===== src/hdl/s2f_pkg.sv =====
// shared types, constants and the month length table for seconds_to_fat_timestamp
// no dependencies
`timescale 1ns / 1ps

package s2f_pkg;

  localparam int unsigned EPOCH_W  = 32;
  localparam int unsigned UNIT_W   = 16;
  localparam int unsigned YOFF_W   = 8;

  localparam logic [11:0] BASE_YEAR     = 12'd1950;
  localparam logic [11:0] FAT_BASE_YEAR = 12'd1980;
  localparam logic [YOFF_W-1:0] FAT_YEAR_OFS = 8'd30;

  localparam logic [UNIT_W-1:0] DIV_SEC   = 16'd60;
  localparam logic [UNIT_W-1:0] DIV_HOUR  = 16'd24;
  localparam logic [UNIT_W-1:0] QUAD_DAYS = 16'd1461;
  localparam logic [UNIT_W-1:0] DAYS_YEAR = 16'd365;
  localparam logic [UNIT_W-1:0] DAYS_LEAP = 16'd366;

  // reciprocals for exact 32-bit division by 60 and by 24
  localparam logic [EPOCH_W-1:0] RECIP_SEC  = 32'h8888_8889;
  localparam logic [EPOCH_W-1:0] RECIP_HOUR = 32'hAAAA_AAAB;
  localparam int unsigned        SHIFT_SEC  = 37;
  localparam int unsigned        SHIFT_HOUR = 36;

  localparam logic [3:0] MON_FEB  = 4'd1;
  localparam logic [3:0] MON_APR  = 4'd3;
  localparam logic [3:0] MON_JUN  = 4'd5;
  localparam logic [3:0] MON_SEP  = 4'd8;
  localparam logic [3:0] MON_NOV  = 4'd10;
  localparam logic [3:0] MON_DEC  = 4'd11;

  // offset from 1950 whose low bits mark a leap year
  localparam logic [1:0] LEAP_PHASE = 2'd2;

  typedef struct packed {
    logic [UNIT_W-1:0] a;
    logic [UNIT_W-1:0] b;
  } s2f_sub_req_t;

  typedef struct packed {
    logic              ge;
    logic [UNIT_W-1:0] diff;
  } s2f_sub_rsp_t;

  typedef struct packed {
    logic idle;
    logic done;
  } s2f_seq_ctl_t;

  typedef struct packed {
    logic [YOFF_W-1:0] yoff;
    logic [3:0]        mon;
    logic [4:0]        mday;
    logic [4:0]        hr;
    logic [5:0]        min;
    logic [5:0]        sec;
  } s2f_result_t;

  function automatic logic [4:0] month_len(input logic [3:0] mon, input logic leap);
    logic [4:0] len;
    unique case (mon)
      MON_FEB: len = leap ? 5'd29 : 5'd28;
      MON_APR, MON_JUN, MON_SEP, MON_NOV: len = 5'd30;
      default: len = 5'd31;
    endcase
    return len;
  endfunction

endpackage


===== src/hdl/s2f_if.sv =====
// request and response channel interfaces for seconds_to_fat_timestamp
// no dependencies
`timescale 1ns / 1ps

interface s2f_req_if;
  logic        valid;
  logic        ready;
  logic [31:0] epoch_seconds;

  modport source(output valid, output epoch_seconds, input ready);
  modport sink(input valid, input epoch_seconds, output ready);
endinterface

interface s2f_rsp_if;
  logic        valid;
  logic        ready;
  logic [31:0] fat_stamp;
  logic [11:0] year;
  logic [3:0]  month;
  logic [4:0]  day_of_month;
  logic [4:0]  hour;
  logic [5:0]  minute;
  logic [5:0]  second;
  logic        before_fat_epoch;

  modport source(output valid, output fat_stamp, output year, output month,
                 output day_of_month, output hour, output minute, output second,
                 output before_fat_epoch, input ready);
  modport sink(input valid, input fat_stamp, input year, input month,
               input day_of_month, input hour, input minute, input second,
               input before_fat_epoch, output ready);
endinterface


===== src/hdl/seconds_to_fat_timestamp.sv =====
// top level: request intake, sequencer, field packing and response register
// depends on s2f_pkg, s2f_if, s2f_seq
//
//   channel    dir  payload
//   stamp_in   in   epoch_seconds
//   stamp_out  out  fat_stamp, year, month, day_of_month, hour, minute,
//                   second, before_fat_epoch
//
// each request runs through three reciprocal divisions (by 60, 60, 24),
// up to 35 steps over four-year blocks, up to four year steps and up to
// twelve month steps, the remainders and walks all on the one 16-bit
// compare and subtract unit
// stamp_in.ready is high only while the sequencer is idle
// a finished response waits in the output register; a new request may be
// taken meanwhile, and the sequencer holds its result until the register frees
// synchronous reset clears the sequencer state and the response valid
`timescale 1ns / 1ps

module seconds_to_fat_timestamp (
  input  logic       clk,
  input  logic       rst,
  s2f_req_if.sink    stamp_in,
  s2f_rsp_if.source  stamp_out
);
  import s2f_pkg::*;

  s2f_seq_ctl_t ctl;
  s2f_result_t  result;
  logic         start;
  logic         take;

  logic         rsp_valid;
  logic [31:0]  rsp_stamp;
  logic [11:0]  rsp_year;
  logic [3:0]   rsp_month;
  logic [4:0]   rsp_day;
  logic [4:0]   rsp_hour;
  logic [5:0]   rsp_minute;
  logic [5:0]   rsp_second;
  logic         rsp_before;

  logic [11:0]  year_next;
  logic [3:0]   month_next;
  logic [4:0]   day_next;
  logic         before_next;
  logic [6:0]   yfield_next;

  assign stamp_in.ready = ctl.idle;
  assign start          = stamp_in.valid & ctl.idle;
  assign take           = ctl.done & (~rsp_valid | stamp_out.ready);

  s2f_seq u_seq (
    .clk    (clk),
    .rst    (rst),
    .start  (start),
    .epoch  (stamp_in.epoch_seconds),
    .take   (take),
    .ctl    (ctl),
    .result (result)
  );

  assign year_next   = BASE_YEAR + {4'd0, result.yoff};
  assign month_next  = result.mon + 1'b1;
  assign day_next    = result.mday + 1'b1;
  assign before_next = (result.yoff < FAT_YEAR_OFS);
  assign yfield_next = before_next ? 7'd0 : 7'(result.yoff - FAT_YEAR_OFS);

  always_ff @(posedge clk) begin
    if (rst) begin
      rsp_valid <= 1'b0;
    end else if (take) begin
      rsp_valid <= 1'b1;
    end else if (stamp_out.ready) begin
      rsp_valid <= 1'b0;
    end
  end

  always_ff @(posedge clk) begin
    if (take) begin
      rsp_stamp  <= {yfield_next, month_next, day_next, result.hr, result.min,
                     result.sec[5:1]};
      rsp_year   <= year_next;
      rsp_month  <= month_next;
      rsp_day    <= day_next;
      rsp_hour   <= result.hr;
      rsp_minute <= result.min;
      rsp_second <= result.sec;
      rsp_before <= before_next;
    end
  end

  assign stamp_out.valid            = rsp_valid;
  assign stamp_out.fat_stamp        = rsp_stamp;
  assign stamp_out.year             = rsp_year;
  assign stamp_out.month            = rsp_month;
  assign stamp_out.day_of_month     = rsp_day;
  assign stamp_out.hour             = rsp_hour;
  assign stamp_out.minute           = rsp_minute;
  assign stamp_out.second           = rsp_second;
  assign stamp_out.before_fat_epoch = rsp_before;

endmodule


===== src/hdl/s2f_sub_unit.sv =====
// shared 16-bit compare and subtract unit
// depends on s2f_pkg
`timescale 1ns / 1ps

module s2f_sub_unit (
  input  s2f_pkg::s2f_sub_req_t req,
  output s2f_pkg::s2f_sub_rsp_t rsp
);
  import s2f_pkg::*;

  logic [UNIT_W:0] wide;

  assign wide     = {1'b0, req.a} - {1'b0, req.b};
  assign rsp.ge   = ~wide[UNIT_W];
  assign rsp.diff = wide[UNIT_W-1:0];

endmodule


===== src/hdl/s2f_seq.sv =====
// sequencer: three reciprocal divisions, year and month walks on the shared unit
// depends on s2f_pkg and s2f_sub_unit
`timescale 1ns / 1ps

module s2f_seq (
  input  logic                         clk,
  input  logic                         rst,
  input  logic                         start,
  input  logic [s2f_pkg::EPOCH_W-1:0]  epoch,
  input  logic                         take,
  output s2f_pkg::s2f_seq_ctl_t        ctl,
  output s2f_pkg::s2f_result_t         result
);
  import s2f_pkg::*;

  localparam logic [2:0] S_IDLE = 3'd0;
  localparam logic [2:0] S_DIV  = 3'd1;
  localparam logic [2:0] S_QUAD = 3'd2;
  localparam logic [2:0] S_YEAR = 3'd3;
  localparam logic [2:0] S_MON  = 3'd4;
  localparam logic [2:0] S_DONE = 3'd5;

  localparam logic [1:0] DSEL_SEC  = 2'd0;
  localparam logic [1:0] DSEL_MIN  = 2'd1;
  localparam logic [1:0] DSEL_HOUR = 2'd2;

  logic [2:0]          state;
  logic                phase;
  logic [1:0]          dsel;
  logic [EPOCH_W-1:0]  work;
  logic [EPOCH_W-1:0]  quo;
  logic [5:0]          sec;
  logic [5:0]          min;
  logic [4:0]          hr;
  logic [UNIT_W-1:0]   days;
  logic [YOFF_W-1:0]   yoff;
  logic [3:0]          mon;

  logic [2*EPOCH_W-1:0] prod;
  logic [EPOCH_W-1:0]   recip;
  logic [EPOCH_W-1:0]   quo_next;
  logic [UNIT_W-1:0]    divisor;
  logic                 leap;
  s2f_sub_req_t         sub_req;
  s2f_sub_rsp_t         sub_rsp;

  s2f_sub_unit u_sub (
    .req (sub_req),
    .rsp (sub_rsp)
  );

  assign leap    = (yoff[1:0] == LEAP_PHASE);
  assign divisor = (dsel == DSEL_HOUR) ? DIV_HOUR : DIV_SEC;
  assign recip   = (dsel == DSEL_HOUR) ? RECIP_HOUR : RECIP_SEC;

  // quotient by reciprocal multiplication, remainder on the shared unit next cycle
  assign prod     = {{EPOCH_W{1'b0}}, work} * {{EPOCH_W{1'b0}}, recip};
  assign quo_next = (dsel == DSEL_HOUR) ? EPOCH_W'(prod >> SHIFT_HOUR)
                                        : EPOCH_W'(prod >> SHIFT_SEC);

  always_comb begin
    sub_req.a = '0;
    sub_req.b = '0;
    unique case (state)
      S_DIV: begin
        sub_req.a = work[UNIT_W-1:0];
        sub_req.b = quo[UNIT_W-1:0] * divisor;
      end
      S_QUAD: begin
        sub_req.a = days;
        sub_req.b = QUAD_DAYS;
      end
      S_YEAR: begin
        sub_req.a = days;
        sub_req.b = leap ? DAYS_LEAP : DAYS_YEAR;
      end
      S_MON: begin
        sub_req.a = days;
        sub_req.b = {{(UNIT_W-5){1'b0}}, month_len(mon, leap)};
      end
      default: begin
        sub_req.a = '0;
        sub_req.b = '0;
      end
    endcase
  end

  // control
  always_ff @(posedge clk) begin
    if (rst) begin
      state <= S_IDLE;
      phase <= 1'b0;
      dsel  <= DSEL_SEC;
    end else begin
      unique case (state)
        S_IDLE: begin
          if (start) begin
            state <= S_DIV;
            phase <= 1'b0;
            dsel  <= DSEL_SEC;
          end
        end
        S_DIV: begin
          phase <= ~phase;
          if (phase) begin
            if (dsel == DSEL_HOUR) begin
              state <= S_QUAD;
            end else begin
              dsel <= dsel + 1'b1;
            end
          end
        end
        S_QUAD: begin
          if (!sub_rsp.ge) begin
            state <= S_YEAR;
          end
        end
        S_YEAR: begin
          if (!sub_rsp.ge) begin
            state <= S_MON;
          end
        end
        S_MON: begin
          if (!sub_rsp.ge || mon == MON_DEC) begin
            state <= S_DONE;
          end
        end
        S_DONE: begin
          if (take) begin
            state <= S_IDLE;
          end
        end
        default: state <= S_IDLE;
      endcase
    end
  end

  // datapath
  always_ff @(posedge clk) begin
    unique case (state)
      S_IDLE: begin
        if (start) begin
          work <= epoch;
        end
      end
      S_DIV: begin
        if (!phase) begin
          quo <= quo_next;
        end else begin
          work <= quo;
          unique case (dsel)
            DSEL_SEC: sec <= sub_rsp.diff[5:0];
            DSEL_MIN: min <= sub_rsp.diff[5:0];
            default: begin
              hr   <= sub_rsp.diff[4:0];
              days <= quo[UNIT_W-1:0];
              yoff <= '0;
            end
          endcase
        end
      end
      S_QUAD: begin
        if (sub_rsp.ge) begin
          days <= sub_rsp.diff;
          yoff <= yoff + YOFF_W'(4);
        end
      end
      S_YEAR: begin
        if (sub_rsp.ge) begin
          days <= sub_rsp.diff;
          yoff <= yoff + 1'b1;
        end else begin
          mon <= '0;
        end
      end
      S_MON: begin
        if (sub_rsp.ge && mon != MON_DEC) begin
          days <= sub_rsp.diff;
          mon  <= mon + 1'b1;
        end
      end
      default: begin
      end
    endcase
  end

  assign ctl.idle = (state == S_IDLE);
  assign ctl.done = (state == S_DONE);

  assign result.yoff = yoff;
  assign result.mon  = mon;
  assign result.mday = days[4:0];
  assign result.hr   = hr;
  assign result.min  = min;
  assign result.sec  = sec;

endmodule


===== src/flat_wrapper.sv =====
// flat-port wrapper written by rule: the top's interface ports become plain ports
module seconds_to_fat_timestamp_flat import s2f_pkg::*;
  (clk, rst, stamp_in_valid, stamp_in_epoch_seconds, stamp_in_ready, stamp_out_valid, stamp_out_fat_stamp, stamp_out_year, stamp_out_month, stamp_out_day_of_month, stamp_out_hour, stamp_out_minute, stamp_out_second, stamp_out_before_fat_epoch, stamp_out_ready);
  s2f_req_if stamp_in_i ();
  s2f_rsp_if stamp_out_i ();
  input  logic clk;
  input  logic rst;
  input wire logic [$bits(stamp_in_i.valid)-1:0] stamp_in_valid;
  input wire logic [$bits(stamp_in_i.epoch_seconds)-1:0] stamp_in_epoch_seconds;
  output wire logic [$bits(stamp_in_i.ready)-1:0] stamp_in_ready;
  output wire logic [$bits(stamp_out_i.valid)-1:0] stamp_out_valid;
  output wire logic [$bits(stamp_out_i.fat_stamp)-1:0] stamp_out_fat_stamp;
  output wire logic [$bits(stamp_out_i.year)-1:0] stamp_out_year;
  output wire logic [$bits(stamp_out_i.month)-1:0] stamp_out_month;
  output wire logic [$bits(stamp_out_i.day_of_month)-1:0] stamp_out_day_of_month;
  output wire logic [$bits(stamp_out_i.hour)-1:0] stamp_out_hour;
  output wire logic [$bits(stamp_out_i.minute)-1:0] stamp_out_minute;
  output wire logic [$bits(stamp_out_i.second)-1:0] stamp_out_second;
  output wire logic [$bits(stamp_out_i.before_fat_epoch)-1:0] stamp_out_before_fat_epoch;
  input wire logic [$bits(stamp_out_i.ready)-1:0] stamp_out_ready;
  assign stamp_in_i.valid = stamp_in_valid;
  assign stamp_in_i.epoch_seconds = stamp_in_epoch_seconds;
  assign stamp_in_ready = stamp_in_i.ready;
  assign stamp_out_valid = stamp_out_i.valid;
  assign stamp_out_fat_stamp = stamp_out_i.fat_stamp;
  assign stamp_out_year = stamp_out_i.year;
  assign stamp_out_month = stamp_out_i.month;
  assign stamp_out_day_of_month = stamp_out_i.day_of_month;
  assign stamp_out_hour = stamp_out_i.hour;
  assign stamp_out_minute = stamp_out_i.minute;
  assign stamp_out_second = stamp_out_i.second;
  assign stamp_out_before_fat_epoch = stamp_out_i.before_fat_epoch;
  assign stamp_out_i.ready = stamp_out_ready;
  seconds_to_fat_timestamp u_core (.clk(clk), .rst(rst), .stamp_in(stamp_in_i), .stamp_out(stamp_out_i));
endmodule

===== config.mk =====
export PLATFORM = sky130hd
export DESIGN_NAME = seconds_to_fat_timestamp_flat
export DESIGN_NICKNAME = d
export VERILOG_FILES = /design/src/hdl/s2f_pkg.sv /design/src/hdl/s2f_if.sv /design/src/hdl/seconds_to_fat_timestamp.sv /design/src/hdl/s2f_sub_unit.sv /design/src/hdl/s2f_seq.sv /design/src/flat_wrapper.sv
export SDC_FILE = /design/constraint.sdc
export NUM_CORES = 2
export LEC_CHECK = 0
export BUFFER_PORTS_ARGS = -buffer_cell sky130_fd_sc_hd__buf_2
export CAP_MARGIN = 20
export CORE_ASPECT_RATIO = 1.5
export CORE_MARGIN = 2
export CORE_UTILIZATION = 65
export DETAILED_ROUTE_END_ITERATION = 10
export PLACE_DENSITY = 0.79
export RECOVER_POWER = 50
export SYNTH_ARGS = -nofsm -noshare
export SYNTH_HDL_FRONTEND = slang
export SYNTH_SLANG_ARGS = --single-unit

===== constraint.sdc =====
create_clock -name clk -period 9 [get_ports clk]
set_clock_uncertainty 0.05 [all_clocks]
set_input_delay 1.35 -clock clk [delete_from_list [all_inputs] [get_ports clk]]
set_output_delay 1.35 -clock clk [all_outputs]
set_load 0.02 [all_outputs]

==> flow_summary.yaml <==
route:
  via_per_inst: 5.815
  final_antenna_net_count: 0
  dr.pass1.iters: 5
  wl_microns: 78160
  drc: 0
  wl_per_cell_microns: 23.86
  vias: 19051
  drt-initial-drc-count: 1154
setup_path:
  r2r-start: "u_core.u_seq.dsel[0]$_SDFFE_PP0P_"
  path_max_fanout: 24
  path_class: "reg2reg"
  critical_path.max_stage_delay_ns: 0.61
  start_kind: "flip-flop"
  path_common_cell: "fa_1"
  crit_start: "u_core.u_seq.dsel[0]$_SDFFE_PP0P_"
  cp.required_ns: 9.13
  critPathSlowestCell: "fa_1"
  crit_buf_inv: 4
  path_delay_family: "adder cells"
  worstPathArrival_ns: 8.77
  worstSetupEndpointType: "flip-flop"
sta:
  drv_slew: 56
  fmax_mhz: 115.7
  post-route-period-util: 0.9602
  hold_viol_final: 0
  rsz0062_at_grt: "false"
  worst_pin_slew_ns: 2.668
  setup_viol: 0
  finalCriticalPeriod_ns: 8.642
  tns_ns: 0
  relSlewSlack: -0.7788
cts:
  ctsHtreeMaxLevel: 4
  cts_buffers: 17
  cts_tree: "done"
  numClockSinks: 158
  cts.path.max_buffers: 2
  path_clk_slew_ns: 0.08
  cts_resized: 0
  clock_latency_ns: 0.44
  clockRootBuffer: "clkbuf_16"
floorplan:
  core_area_sq_um: 40310
  start_util: 0.6590
  die_h_microns: 251.6
  die_area_sq_um: 42540
  ios: 109
  rows: 90
  fp.dieW_microns: 169.1
synth:
  synth_area_leaders: "fa_1, ha_1, edfxtp_1"
  ys_seq_area_frac: 0.1760
  netlist_area_sq_um: 26570
  avgSynthCellArea_sq_um: 9.946
  synth_seq_cells: 158
  netlist-cell-type-count: 68
  synth-main-ff-cell: "edfxtp_1"
  yosys.area.top_type: "fa_1"
  netlist_instances: 2671
  ys_async_sr_fraction: 0
  yosys_warnings: 0
  synth_fp_nets: 3536
  synth_top_area_share: 0.3090
  synth_edf_count: 151
cells_and_area:
  register_area_sq_um: 4674
  multi_input_area_sq_um: 18970
  layout-drive-gt1-share: 0.05128
  syn_to_final_growth_pct: 6.038
  filler_cell_count: 3161
  nets: 3621
placement:
  place_hpwl_microns: 68170
  io_buffers: 108
  gp_congestion: 1.069
grt:
  grt_pass1_wl_microns: 118900
  grt_pass1_vias: 21132
  grt_max_degree: 56
  antenna_found_initial: 1
  grt-ovfl-total: 0
  gr-usage-all-layers: 0.3826
hold_path:
  holdCritPathClass: "reg2reg"
  hold_start: "u_core.u_seq.sec[0]$_DFFE_PP_"
status:
  violations: "max-capacitance violations, max-slew violations"
  status: "finished, violations left"
run:
  maxCapViolCount: 1
[routing by layer]
layer / part of all wire / wire length (microns) / track usage / vias to the layer above
li1: - / - / - / 8603
met1: 0.32 / 25340 / 0.3796 / 9440
met2: 0.51 / 39610 / 0.6766 / 665
met3: 0.042 / 3276 / 0.04988 / 343
met4: 0.13 / 9935 / 0.3741 / 0
met5: 0 / 0 / 0 / -
[layout make-up]
| type | instances | area share |
|---|---|---|
| Sequential cell | 158 | 0.1659 |
| Inverter | 677 | 0.09021 |
| Timing Repair Buffer | 143 | 0.02620 |
| Multi-Input combinational cell | 1759 | 0.6735 |
| Clock inverter | 15 | 0.006485 |
| Tap cell | 506 | 0.02247 |
| Clock buffer | 17 | 0.01510 |
| Antenna cell | 1 | 0.00008883 |
[synthesized netlist by cell type, types with 11 or more instances]
library cell	n
or2_2	11
nor2_1	101
a22o_1	11
ha_1	419
nand4_1	13
buf_4	25
and3_1	20
nand2_1	232
edfxtp_1	151
o21ai_0	44
xnor2_1	89
a21o_1	47
mux2_2	13
a31oi_1	14
nor2b_1	27
a21oi_1	89
clkbuf_1	47
nand3_1	32
xor2_1	41
inv_1	677
fa_1	410
nor3_1	12
[cells by family after synthesis]
kind of cell             after synthesis  synth area share
flip-flops                           158            0.1760
XOR/XNOR                             130           0.04286
AO/OA/AOI/OAI                        283           0.07074
multiplexers                          21          0.008525
adder cells (fa/ha/maj)              829            0.5063
buffers and inverters                754            0.1103
AND/OR/NAND/NOR                      496           0.08529
[per-stage QoR]
stage / instances / setup WS [ns] / util / instance area [sq um] / hold slack, ns
after floorplan: 2671 / 1.007 / - / 26570 / 0.3503
after global placement: 3240 / 0.4452 / 0.6850 / 27620 / 0.3531
after detailed placement: 3240 / 0.3061 / 0.6850 / 27620 / 0.3545
after CTS: 3272 / 0.2507 / 0.7001 / 28220 / 0.3643
after global routing: 3276 / 0.1042 / 0.6988 / 28170 / 0.3760
final: 3276 / 0.3582 / 0.6988 / 28170 / 0.3653
[placed cells by master, fill, tap and decap left out, types with 14 or more instances in the layout]
cell type and instances:
edfxtp_1 151, ha_1 418, xor2_1 41, xnor2_1 89, a21o_1 47, nand2_1 232, a31oi_1 14, clkbuf_1 74
fa_1 410, nor2b_1 27, nor2_1 101, o21ai_0 44, buf_2 36, inv_1 677, and3_1 20, clkbuf_16 17
buf_4 31, nand3_1 32, a21oi_1 89
[state kept, by name, summed over array words and instances (netlist names)]
signal and count:
u_core.stamp_out.hour 4, u_core.stamp_out.month 4, u_core.u_seq.quo 28, u_core.stamp_out.day_of_month 4, u_core.stamp_out.fat_stamp 11, u_core.u_seq.state 3
u_core.u_seq.yoff 8, u_core.u_seq.work 32, u_core.stamp_out.valid 1, u_core.u_seq.mon 4, u_core.u_seq.phase 1, u_core.stamp_out.minute 5
u_core.u_seq.hr 5, u_core.u_seq.dsel 2, u_core.stamp_out.second 5, u_core.stamp_out.before_fat_epoch 1, u_core.u_seq.min 6, u_core.u_seq.days 16
u_core.stamp_out.year 12, u_core.u_seq.sec 6
[worst register-to-register path, cell delays in order (launching register included)]
cell and delay (ns):
dfxtp_1 0.35, inv_1 0.13, ha_4 0.41, nand2_1 0.28
xnor2_1 0.25, inv_1 0.14, fa_1 0.60, fa_1 0.56
fa_1 0.52, inv_1 0.06, fa_1 0.61, fa_1 0.45
fa_1 0.55, fa_1 0.46, ha_1 0.36, a21o_1 0.20
a31oi_1 0.25, o2111ai_1 0.20, a211oi_2 0.37, a211oi_2 0.12
buf_4 0.19, nor2_2 0.37, o41ai_4 0.19, a311oi_1 0.35
xor2_1 0.26, a211oi_2 0.10
[worst paths after layout]
path	end	slack (ns)	cells past startpoint
max	u_core.u_seq.quo[26]$_DFFE_PP_	0.36	25
min	u_core.stamp_out.second[0]$_DFFE_PP_	0.37	0
max reg2reg	u_core.u_seq.quo[26]$_DFFE_PP_	0.36	25
min reg2reg	u_core.stamp_out.second[0]$_DFFE_PP_	0.37	0
[what timing repair did]
action                     in CTS  in global routing
setup endpoints to repair       0                 13
hold buffers                    0                  0
buffers inserted                0                  1
Power is not shown: default switching activity piles up to over one toggle a cycle in this logic, so the estimate is an artifact.
